File: src/hdl/sdip_pkg.sv
`timescale 1ns / 1ps
// Package for the strict decimal integer parser: widths, phase codes, state struct.
// No dependencies.
package sdip_pkg;

    localparam int VALUE_BITS = 32;   // internal magnitude width, 8..64
    localparam int OUT_BITS   = 32;   // width of the result value port
    localparam int BYTE_BITS  = 8;

    localparam logic [BYTE_BITS-1:0] CH_NUL   = 8'h00;
    localparam logic [BYTE_BITS-1:0] CH_SPACE = 8'h20;
    localparam logic [BYTE_BITS-1:0] CH_TAB   = 8'h09;
    localparam logic [BYTE_BITS-1:0] CH_CR    = 8'h0D;
    localparam logic [BYTE_BITS-1:0] CH_PLUS  = 8'h2B;
    localparam logic [BYTE_BITS-1:0] CH_MINUS = 8'h2D;
    localparam logic [BYTE_BITS-1:0] CH_ZERO  = 8'h30;
    localparam logic [BYTE_BITS-1:0] CH_NINE  = 8'h39;

    typedef enum logic [2:0] {
        PH_LEAD  = 3'd0,
        PH_SIGN  = 3'd1,
        PH_DIGIT = 3'd2,
        PH_TRAIL = 3'd3,
        PH_DONE  = 3'd4,
        PH_FAIL  = 3'd5
    } parse_phase_t;

    typedef struct packed {
        parse_phase_t          phase;
        logic                  is_neg;
        logic [VALUE_BITS-1:0] mag;
        logic                  oor;
    } parse_state_t;

    localparam parse_state_t STATE_RESET = '{
        phase:  PH_LEAD,
        is_neg: 1'b0,
        mag:    '0,
        oor:    1'b0
    };

    function automatic logic is_ws(input logic [BYTE_BITS-1:0] c);
        return (c == CH_SPACE) || ((c >= CH_TAB) && (c <= CH_CR));
    endfunction

    function automatic logic is_digit(input logic [BYTE_BITS-1:0] c);
        return (c >= CH_ZERO) && (c <= CH_NINE);
    endfunction

endpackage

File: src/hdl/sdip_step.sv
`timescale 1ns / 1ps
// One parse step: next parser state and result value for a single byte beat.
// Depends on sdip_pkg.
module sdip_step (
    input  sdip_pkg::parse_state_t          st,
    input  logic [sdip_pkg::BYTE_BITS-1:0]  char_byte,
    input  logic                            no_byte,
    input  logic                            last_byte,
    output sdip_pkg::parse_state_t          st_next,
    output logic [sdip_pkg::OUT_BITS-1:0]   res_value,
    output logic                            res_ok
);
    import sdip_pkg::*;

    localparam int SUM_BITS = VALUE_BITS + 4;

    logic                  c_ws;
    logic                  c_digit;
    logic [3:0]            digit;
    logic [VALUE_BITS-1:0] lim;
    logic [SUM_BITS-1:0]   mag_ext;
    logic [SUM_BITS-1:0]   sum;
    logic                  over;
    logic [VALUE_BITS-1:0] mag_add;
    logic                  take_digit;
    logic                  set_sign;
    parse_phase_t          phase_after;
    parse_state_t          st_after;
    logic signed [VALUE_BITS-1:0] sval;

    assign c_ws    = is_ws(char_byte);
    assign c_digit = is_digit(char_byte);
    assign digit   = char_byte[3:0];

    // limit is 2^(N-1) for negative, 2^(N-1)-1 otherwise
    assign lim     = {1'b1, {(VALUE_BITS-1){1'b0}}} - {{(VALUE_BITS-1){1'b0}}, ~st.is_neg};
    assign mag_ext = {4'b0, st.mag};
    // mag*10 + d, compared against the limit instead of dividing it down
    assign sum     = (mag_ext << 3) + (mag_ext << 1) + {{(SUM_BITS-4){1'b0}}, digit};
    assign over    = st.oor || (sum > {4'b0, lim});
    assign mag_add = over ? lim : sum[VALUE_BITS-1:0];

    // next phase
    always_comb begin
        phase_after = st.phase;
        take_digit  = 1'b0;
        set_sign    = 1'b0;
        if (!no_byte) begin
            unique case (st.phase)
                PH_LEAD: begin
                    priority if (c_ws) begin
                        phase_after = PH_LEAD;
                    end else if (char_byte == CH_NUL) begin
                        phase_after = PH_DONE;
                    end else if (char_byte == CH_PLUS || char_byte == CH_MINUS) begin
                        set_sign    = 1'b1;
                        phase_after = PH_SIGN;
                    end else if (c_digit) begin
                        take_digit  = 1'b1;
                        phase_after = PH_DIGIT;
                    end else begin
                        phase_after = PH_FAIL;
                    end
                end
                PH_SIGN: begin
                    if (c_digit) begin
                        take_digit  = 1'b1;
                        phase_after = PH_DIGIT;
                    end else begin
                        phase_after = PH_FAIL;
                    end
                end
                PH_DIGIT: begin
                    priority if (c_digit) begin
                        take_digit = 1'b1;
                    end else if (char_byte == CH_NUL) begin
                        phase_after = PH_DONE;
                    end else if (c_ws) begin
                        phase_after = PH_TRAIL;
                    end else begin
                        phase_after = PH_FAIL;
                    end
                end
                PH_TRAIL: begin
                    if (!c_ws) begin
                        phase_after = PH_FAIL;
                    end
                end
                PH_DONE: begin
                    phase_after = PH_DONE;
                end
                default: begin
                    phase_after = PH_FAIL;
                end
            endcase
        end
    end

    // datapath and result
    always_comb begin
        st_after        = st;
        st_after.phase  = phase_after;
        if (set_sign) begin
            st_after.is_neg = (char_byte == CH_MINUS);
        end
        if (take_digit) begin
            st_after.mag = mag_add;
            st_after.oor = over;
        end

        res_ok = ((st_after.phase == PH_DIGIT) || (st_after.phase == PH_TRAIL) ||
                  (st_after.phase == PH_DONE)) && !st_after.oor;
        sval   = st_after.is_neg ? -$signed(st_after.mag) : $signed(st_after.mag);
        res_value = res_ok ? OUT_BITS'(sval) : '0;

        st_next = last_byte ? STATE_RESET : st_after;
    end

endmodule

File: src/hdl/strict_decimal_int_parser.sv
`timescale 1ns / 1ps
// Strict decimal integer parser top level: input register, parser state, result register.
// Depends on sdip_pkg and sdip_step.
// Throughput: one byte beat per cycle unless a last beat waits for the result register;
// the running state is updated in a single step; the result of a last beat is registered.
// Backpressure: only a last beat waits for the result register to free up.
// Reset: aresetn synchronous, active low; clears beat valids and parser state.
module strict_decimal_int_parser (
    input  logic                           aclk,
    input  logic                           aresetn,
    input  logic                           s_tvalid,
    output logic                           s_tready,
    input  logic [7:0]                     s_tdata,   // [7:0] char_byte
    input  logic                           s_tuser,   // [0] no_byte
    input  logic                           s_tlast,   // last_byte
    output logic                           m_tvalid,
    input  logic                           m_tready,
    output logic [sdip_pkg::OUT_BITS-1:0]  m_tdata,   // [31:0] parsed_value
    output logic                           m_tuser    // [0] parse_ok
);
    import sdip_pkg::*;

    logic                  in_valid_reg;
    logic [BYTE_BITS-1:0]  in_byte_reg;
    logic                  in_none_reg;
    logic                  in_last_reg;
    parse_state_t          st_reg;
    parse_state_t          st_next;
    logic                  out_valid_reg;
    logic [OUT_BITS-1:0]   out_value_reg;
    logic                  out_ok_reg;
    logic [OUT_BITS-1:0]   res_value;
    logic                  res_ok;
    logic                  out_free;
    logic                  advance;

    sdip_step u_step (
        .st        (st_reg),
        .char_byte (in_byte_reg),
        .no_byte   (in_none_reg),
        .last_byte (in_last_reg),
        .st_next   (st_next),
        .res_value (res_value),
        .res_ok    (res_ok)
    );

    assign out_free = !out_valid_reg || m_tready;
    // non-last beats never produce a result, so they never wait
    assign advance  = in_valid_reg && (!in_last_reg || out_free);
    assign s_tready = !in_valid_reg || advance;

    always_ff @(posedge aclk) begin
        if (!aresetn) begin
            in_valid_reg <= 1'b0;
        end else if (s_tready) begin
            in_valid_reg <= s_tvalid;
        end
    end

    always_ff @(posedge aclk) begin
        if (s_tready && s_tvalid) begin
            in_byte_reg <= s_tdata;
            in_none_reg <= s_tuser;
            in_last_reg <= s_tlast;
        end
    end

    always_ff @(posedge aclk) begin
        if (!aresetn) begin
            st_reg <= STATE_RESET;
        end else if (advance) begin
            st_reg <= st_next;
        end
    end

    always_ff @(posedge aclk) begin
        if (!aresetn) begin
            out_valid_reg <= 1'b0;
        end else if (advance && in_last_reg) begin
            out_valid_reg <= 1'b1;
        end else if (m_tready) begin
            out_valid_reg <= 1'b0;
        end
    end

    always_ff @(posedge aclk) begin
        if (advance && in_last_reg) begin
            out_value_reg <= res_value;
            out_ok_reg    <= res_ok;
        end
    end

    assign m_tvalid = out_valid_reg;
    assign m_tdata  = out_value_reg;
    assign m_tuser  = out_ok_reg;

endmodule

File: config.mk
export PLATFORM = sky130hd
export DESIGN_NAME = strict_decimal_int_parser
export DESIGN_NICKNAME = d
export VERILOG_FILES = /design/src/hdl/sdip_pkg.sv /design/src/hdl/sdip_step.sv /design/src/hdl/strict_decimal_int_parser.sv
export SDC_FILE = /design/constraint.sdc
export NUM_CORES = 1
export LEC_CHECK = 0
export BUFFER_PORTS_ARGS = -buffer_cell sky130_fd_sc_hd__buf_2
export CORE_MARGIN = 5
export CORE_UTILIZATION = 60
export DETAILED_ROUTE_END_ITERATION = 8
export PLACE_DENSITY = 0.8
export REMOVE_ABC_BUFFERS = 1
export SLEW_MARGIN = 20
export SYNTH_ARGS = -nofsm -noshare
export SYNTH_HDL_FRONTEND = slang
export SYNTH_SLANG_ARGS = --single-unit
File: constraint.sdc
create_clock -name aclk -period 19.3 [get_ports aclk]
set_input_delay 0 -clock aclk [delete_from_list [all_inputs] [get_ports aclk]]
set_output_delay 0 -clock aclk [all_outputs]
set_load 0.01 [all_outputs]
==> results.cfg, run 1 <==
[floorplanning]
initial_core_util = 0.610
io_pins = 49
die_w_um = 129
die_y_um = 129
core-area_sq_um = 13900
fp-row-count = 43
die_area_sq_um = 16600

[global_route]
grt.total_usage = 0.280
grt_pass1_wl_um = 37700
grt-ovfl-total = 0
grt_max_degree = 57
grt_pass1_vias = 7443
antenna_found_initial = 0

[worst_setup_path]
cpPeakStageDelay_ns = 0.60
path_class = reg2reg
end_kind = flop
required_ns = 19.39
slowest_stage = a311oi_1
critPathArrivalTime_ns = 7.56
cp_max_fo = 16
critical_path.startpoint_type = flop

[synthesis]
async_flop_share = 0
synth_area_sq_um = 8470
yosysSeqAreaShare = 0.245
ys_ff_latch = 82
yosysUniqueCellTypes = 105
syn_area_per_cell_sq_um = 8.37
synthCells = 1011
synth_edf_count = 43
synth_flop_cell = edfxtp_1
yosys_warnings = 0

[power]
seqPwrFrac = 0.483
ir_worst_vdd_mv = 0.0328
clkPwrFrac = 0.438
p_per_area_nw_per_um2 = 42.9
p_sw_frac = 0.241
p_int_uw = 297
p_leak_nw = 3.74
p_switching_uw = 94.5
combPwrFrac = 0.079

[layout]
nets = 1143
antenna_cells = 0
layout_commonest_cell = ha_1
drive_gt1_frac = 0.133
largest_register_ffs = 37
multi_input_area_sq_um = 6060
layoutNonFillerInstCount = 1216
fill_cells = 1130
final_cell_mix = ha_1 (96), nor2_1 (93), nand2_1 (85), a21oi_1 (76), o21ai_0 (53)
seq_area_sq_um = 2070
area_delta_synth_final_pct = 7.91

[sta]
tns_ns = 0
slew_headroom = 0.265
clock_skew_ns = 0.0112
rsz0062_at_grt = false
max_clock_freq_ghz = 0.134
finalCriticalPeriod_ns = 7.47
hold_viol = 0
worst_pin_slew_ns = 1.10
setup_viol = 0
drv_slew = 0
post-route-period-util = 0.387

[clock_network]
clk_latency_ns = 0.35
cts_resized = 0
root_buffer = clkbuf_16
path_clk_slew_ns = 0.07
cts-htree-levels = 3
cts_tree = built
cts_buffer_depth = 2
numCtsBuffers = 9
cts.sinks = 82

[worst_hold_path]
worstHoldPathType = in2reg

[routing]
final_antenna_net_count = 0
vias = 8215
detail_route.vias_per_cell = 6.76
routed_wl_um = 23600
drt-pass1-iter-count = 6
wl_per_cell_um = 19.4
drt_iter0_markers = 897
drc = 0

[place]
place_hpwl_um = 17700
port_buffers = 48
place_inst = 1189
routabilityCongestion = 0.984

[outcome]
status = finished clean

[job]
cap_viol_max_count = 0
kinds of logic after synthesis:
| kind of cell | synth area share |
|---|---|
| adders and majority gates | 0.147 |
| xor gates and xnor gates | 0.0403 |
| AOI/OAI and AO/OA | 0.262 |
| and+or+nand+nor | 0.251 |
| muxes | 0.0112 |
| buffers and inverters | 0.0443 |
| DFF | 0.245 |
area by class of cell:
type                       instances  share of cell area
clock inverter                     7             0.00753
inverter                          21             0.00863
clock buffer                       9              0.0247
tap                              180              0.0247
multi-input combinational        850               0.663
sequential                        82               0.227
timing repair buffer              67              0.0449
timing repair:
action                    4_1_cts  5_1_grt
hold buffers                   11        0
setup buffers                   0        0
hold endpoints to repair       11        0
cells in the mapped netlist, drive strengths merged, types with 6 or more instances:
cell type | n | area share
nand2 | 87 | 0.039
nor2 | 95 | 0.042
a22oi | 22 | 0.020
inv | 21 | 0.0093
dfxtp | 39 | 0.092
o211ai | 12 | 0.011
nor2b | 26 | 0.019
nand3 | 36 | 0.022
nand4 | 26 | 0.023
a31oi | 16 | 0.012
and4 | 6 | 0.0071
o21a | 8 | 0.0071
o31ai | 10 | 0.010
and2 | 21 | 0.016
nor3 | 27 | 0.018
clkbuf | 30 | 0.013
xor2 | 15 | 0.016
nor4 | 12 | 0.0096
nand2b | 8 | 0.0059
buf | 28 | 0.022
a211oi | 19 | 0.021
and3 | 11 | 0.0081
a221oi | 8 | 0.010
edfxtp | 43 | 0.15
o21ai | 66 | 0.040
xnor2 | 24 | 0.025
or3 | 8 | 0.0059
ha | 96 | 0.14
a21oi | 80 | 0.050
a21o | 8 | 0.0071
o22ai | 6 | 0.0052
critical path, delay by kind of cell (launching register included):
family                     cells  cell delay (ns)
muxes                          1             0.18
adders and majority gates      4             1.37
DFF                            1             0.50
AOI/OAI and AO/OA             16             4.21
and+or+nand+nor                5             0.95
power groups by stage:
stage	clock, mW	combinational, mW	sequential [mW]
3_3_place_gp	0	0.0279	0.193
2_1_floorplan	0	0.0171	0.193
5_1_grt	0.181	0.0331	0.190
3_5_place_dp	0	0.0283	0.193
6_report	0.172	0.0309	0.189
4_1_cts	0.172	0.0302	0.189
routing by layer:
layer / vias up / wire (um) / global-route usage
met3: 39 / 2580 / 0.0560
li1: 3913 / - / -
met4: 0 / 406 / 0.0778
met1: 3823 / 10200 / 0.403
met2: 440 / 10400 / 0.429
met5: - / 0 / 0
worst paths after layout:
check	from	to	slack (ns)	cells after the start
setup / recovery	st_reg[10]	m_tdata[26]	11.83	26
hold / removal	m_tready	m_tvalid	0.06	3
hold reg to reg	st_reg[28]	st_reg[28]	0.52	2
setup reg to reg	st_reg[10]	m_tdata[26]	11.83	26
through the flow:
| step | hold WS, ns | total power, mW | util | worst slack [ns] | instance area, sq um |
|---|---|---|---|---|---|
| floorplan | 0.0989 | 0.210 | - | 12.16 | 8170 |
| global placement | 0.177 | 0.221 | 0.629 | 12.22 | 8730 |
| detailed placement | 0.178 | 0.221 | 0.629 | 12.03 | 8730 |
| CTS | 0.0279 | 0.391 | 0.658 | 11.99 | 9130 |
| global route | 0.0686 | 0.404 | 0.658 | 11.45 | 9140 |
| finish | 0.0593 | 0.392 | 0.658 | 11.83 | 9140 |
Note: power is estimated with default switching activity, not from simulation.
==> run 2, diff against run 1 <==
--- a/config.mk
+++ b/config.mk
@@ -5,11 +5,12 @@
 export SDC_FILE = /design/constraint.sdc
 export NUM_CORES = 1
 export LEC_CHECK = 0
+export ABC_AREA = 1
 export BUFFER_PORTS_ARGS = -buffer_cell sky130_fd_sc_hd__buf_2
 export CORE_MARGIN = 5
-export CORE_UTILIZATION = 60
+export CORE_UTILIZATION = 57
 export DETAILED_ROUTE_END_ITERATION = 8
-export PLACE_DENSITY = 0.8
+export PLACE_DENSITY = 0.79
 export REMOVE_ABC_BUFFERS = 1
 export SLEW_MARGIN = 20
 export SYNTH_ARGS = -nofsm -noshare
==> constraint.sdc (replaced) <==
create_clock -name aclk -period 6.85 [get_ports aclk]
set_input_delay 0 -clock aclk [delete_from_list [all_inputs] [get_ports aclk]]
set_output_delay 0 -clock aclk [all_outputs]
set_load 0.01 [all_outputs]
==> results.cfg, run 2 <==
[layout]
fill_cells = 1296
layoutNonFillerInstCount = 1471
layout_commonest_cell = nand2_1
nets = 1398
largest_register_ffs = 37
antenna_cells = 0
drive_gt1_frac = 0.0999
final_cell_mix = nand2_1 (393), inv_1 (129), nor2_1 (124), a21oi_1 (106), nand3_1 (105)
area_delta_synth_final_pct = 9.84
finalCoreUtilization = 0.640
post-route-cell-area_sq_um = 8880

[routing]
drt-pass1-iter-count = 6
vias = 8170
drt_iter0_markers = 843
routed_wl_um = 22700
wl_per_cell_um = 15.4
detail_route.vias_per_cell = 5.55
final_antenna_net_count = 0
drc = 0

[outcome]
status = finished clean

[place]
routabilityCongestion = 0.959
port_buffers = 48
place_area_sq_um = 8460
place_hpwl_um = 17300
place_inst = 1443

[global_route]
grt.total_usage = 0.275
grt_pass1_wl_um = 37000
grt_max_degree = 43
antenna_found_initial = 0
grt_pass1_vias = 7611
grt-ovfl-total = 0

[sta]
post-route-period-util = 0.902
clock_skew_ns = 0.00674
max_clock_freq_ghz = 0.162
tns_ns = 0
rsz0062_at_grt = false
finalCriticalPeriod_ns = 6.18
worst_pin_slew_ns = 0.946
drv_slew = 0
slew_headroom = 0.368
hold_viol = 0
setup_viol = 0

[worst_setup_path]
reg2reg_slack_ns = 0.67
cpPeakStageDelay_ns = 0.52
r2r_start = in_byte_reg[3]
path_class = reg2reg
slowest_stage = edfxtp_1
cp_max_fo = 26
crit_top_cell = nand2_1
critPathArrivalTime_ns = 6.28
r2r_end = m_tdata[28]
critical_path.startpoint_type = flop
r2r_cells = 35
required_ns = 6.95
end_kind = flop

[synthesis]
yosys_warnings = 0
yosysSeqAreaShare = 0.256
ys_ff_latch = 82
synth_area_sq_um = 8090
yosysUniqueCellTypes = 48
yosysTopAreaCell = nand2_1
syn_area_per_cell_sq_um = 6.54
synth_edf_count = 43
async_flop_share = 0
synth.most_common_cell = nand2_1
yosys-top-cells-count = nand2_1 (393), inv_1 (129), nor2_1 (126)
synthTopCellsByArea = nand2_1 (18%), edfxtp_1 (16%), ha_1 (15%)
synth_flop_cell = edfxtp_1
synthCells = 1237
netlist.area_leader.share = 0.182

[worst_hold_path]
whs_endpoint = in_valid_reg
hold_path_depth = 4
worstHoldPathType = in2reg
hold_start = m_tready

[floorplanning]
initial_core_util = 0.583
die_w_um = 129
core-area_sq_um = 13900
io_pins = 49
die_y_um = 129
fp-row-count = 43
die_area_sq_um = 16700

[power]
total_power_mw = 1.11
p_per_area_nw_per_um2 = 125
p_switching_uw = 268
p_sw_frac = 0.242
clkPwrFrac = 0.440
p_int_uw = 839
p_leak_nw = 4.99
ir_worst_vdd_mv = 0.133
combPwrFrac = 0.082
seqPwrFrac = 0.478

[clock_network]
cts.sinks = 82
numCtsBuffers = 9
root_buffer = clkbuf_16
cts_setup_buffers = 0
cts_resized = 0
cts-htree-levels = 3
cts_tree = built
postCtsHoldBufs = 12
clk_latency_ns = 0.34
path_clk_slew_ns = 0.06
cts_buffer_depth = 2

[job]
cap_viol_max_count = 0
==> run 2: changes by cell type in the layout (fill, tap and decap cells not counted), moves of 17 or more <==
cell,delta
a22oi_1,-22
nand4_1,-17
o21ai_0,-22
nor2b_1,-26
a21oi_1,+30
inv_1,+108
nor2_1,+31
nand3_1,+70
nand2_1,+308
==> run 2: final cells by class <==
cell class / instances / area (sq um) / area share
flip-flops and latches: 82 / 2070 / 0.233
clock inverters: 3 / 20.0 / 0.00225
inverters: 137 / 514 / 0.0579
well taps: 180 / 225 / 0.0254
repair buffers: 66 / 405 / 0.0456
multi-input cells: 990 / 5370 / 0.604
clock buffers: 13 / 282 / 0.0317
==> run 2: metrics by stage <==
| step | setup slack (ns) | hold slack [ns] |
|---|---|---|
| 5_1_grt | 0.219 | 0.0335 |
| 3_3_place_gp | 0.919 | 0.177 |
| 6_report | 0.674 | 0.0199 |
| 3_5_place_dp | 0.886 | 0.178 |
| 4_1_cts | 0.759 | 0.00273 |
| 2_1_floorplan | 1.44 | 0.0989 |
==> run 2: cells by family after synthesis <==
family | Yosys count | share of synthesized area
buffers and inverters | 165 | 0.0811
AO/OA/AOI/OAI | 165 | 0.109
AND/OR/NAND/NOR | 702 | 0.373
XOR/XNOR | 25 | 0.0271
flip-flops | 82 | 0.256
adder cells (fa/ha/maj) | 98 | 0.153
==> run 2: how the worst max path moves through the flow <==
stage / from / endpoint / slack, ns / cells after the start
5_1_grt: in_byte_reg[3] / m_tdata[28] / 0.22 / 35
2_1_floorplan: in_byte_reg[3] / m_tdata[28] / 1.44 / 34
3_5_place_dp: in_byte_reg[3] / m_tdata[28] / 0.89 / 35
3_3_place_gp: in_byte_reg[3] / m_tdata[26] / 0.92 / 35
6_report: in_byte_reg[3] / m_tdata[28] / 0.67 / 35
4_1_cts: in_byte_reg[3] / m_tdata[28] / 0.76 / 35
==> run 2: routing by layer <==
layer	routed length (um)	vias up	GRT usage
met5	0	-	0
met4	681	0	0.0920
met3	1400	52	0.0375
met2	11000	319	0.470
met1	9630	3648	0.358
li1	-	4151	-
==> run 2: worst max-delay path, delay by kind of cell, from the launching register on <==
family	cells	cell delay, ns
AOI/OAI and AO/OA	2	0.51
DFF	1	0.52
buffers and inverters	4	0.59
and+or+nand+nor	24	2.77
adders and majority gates	4	1.33
xor gates and xnor gates	1	0.19
==> run 2: power by group through the flow <==
stage,logic (mW),clock network [mW],registers (mW)
6_report,0.0907,0.487,0.530
5_1_grt,0.0998,0.513,0.530
4_1_cts,0.0889,0.487,0.529
3_5_place_dp,0.0832,0,0.540
3_3_place_gp,0.0816,0,0.540
2_1_floorplan,0.0539,0,0.540
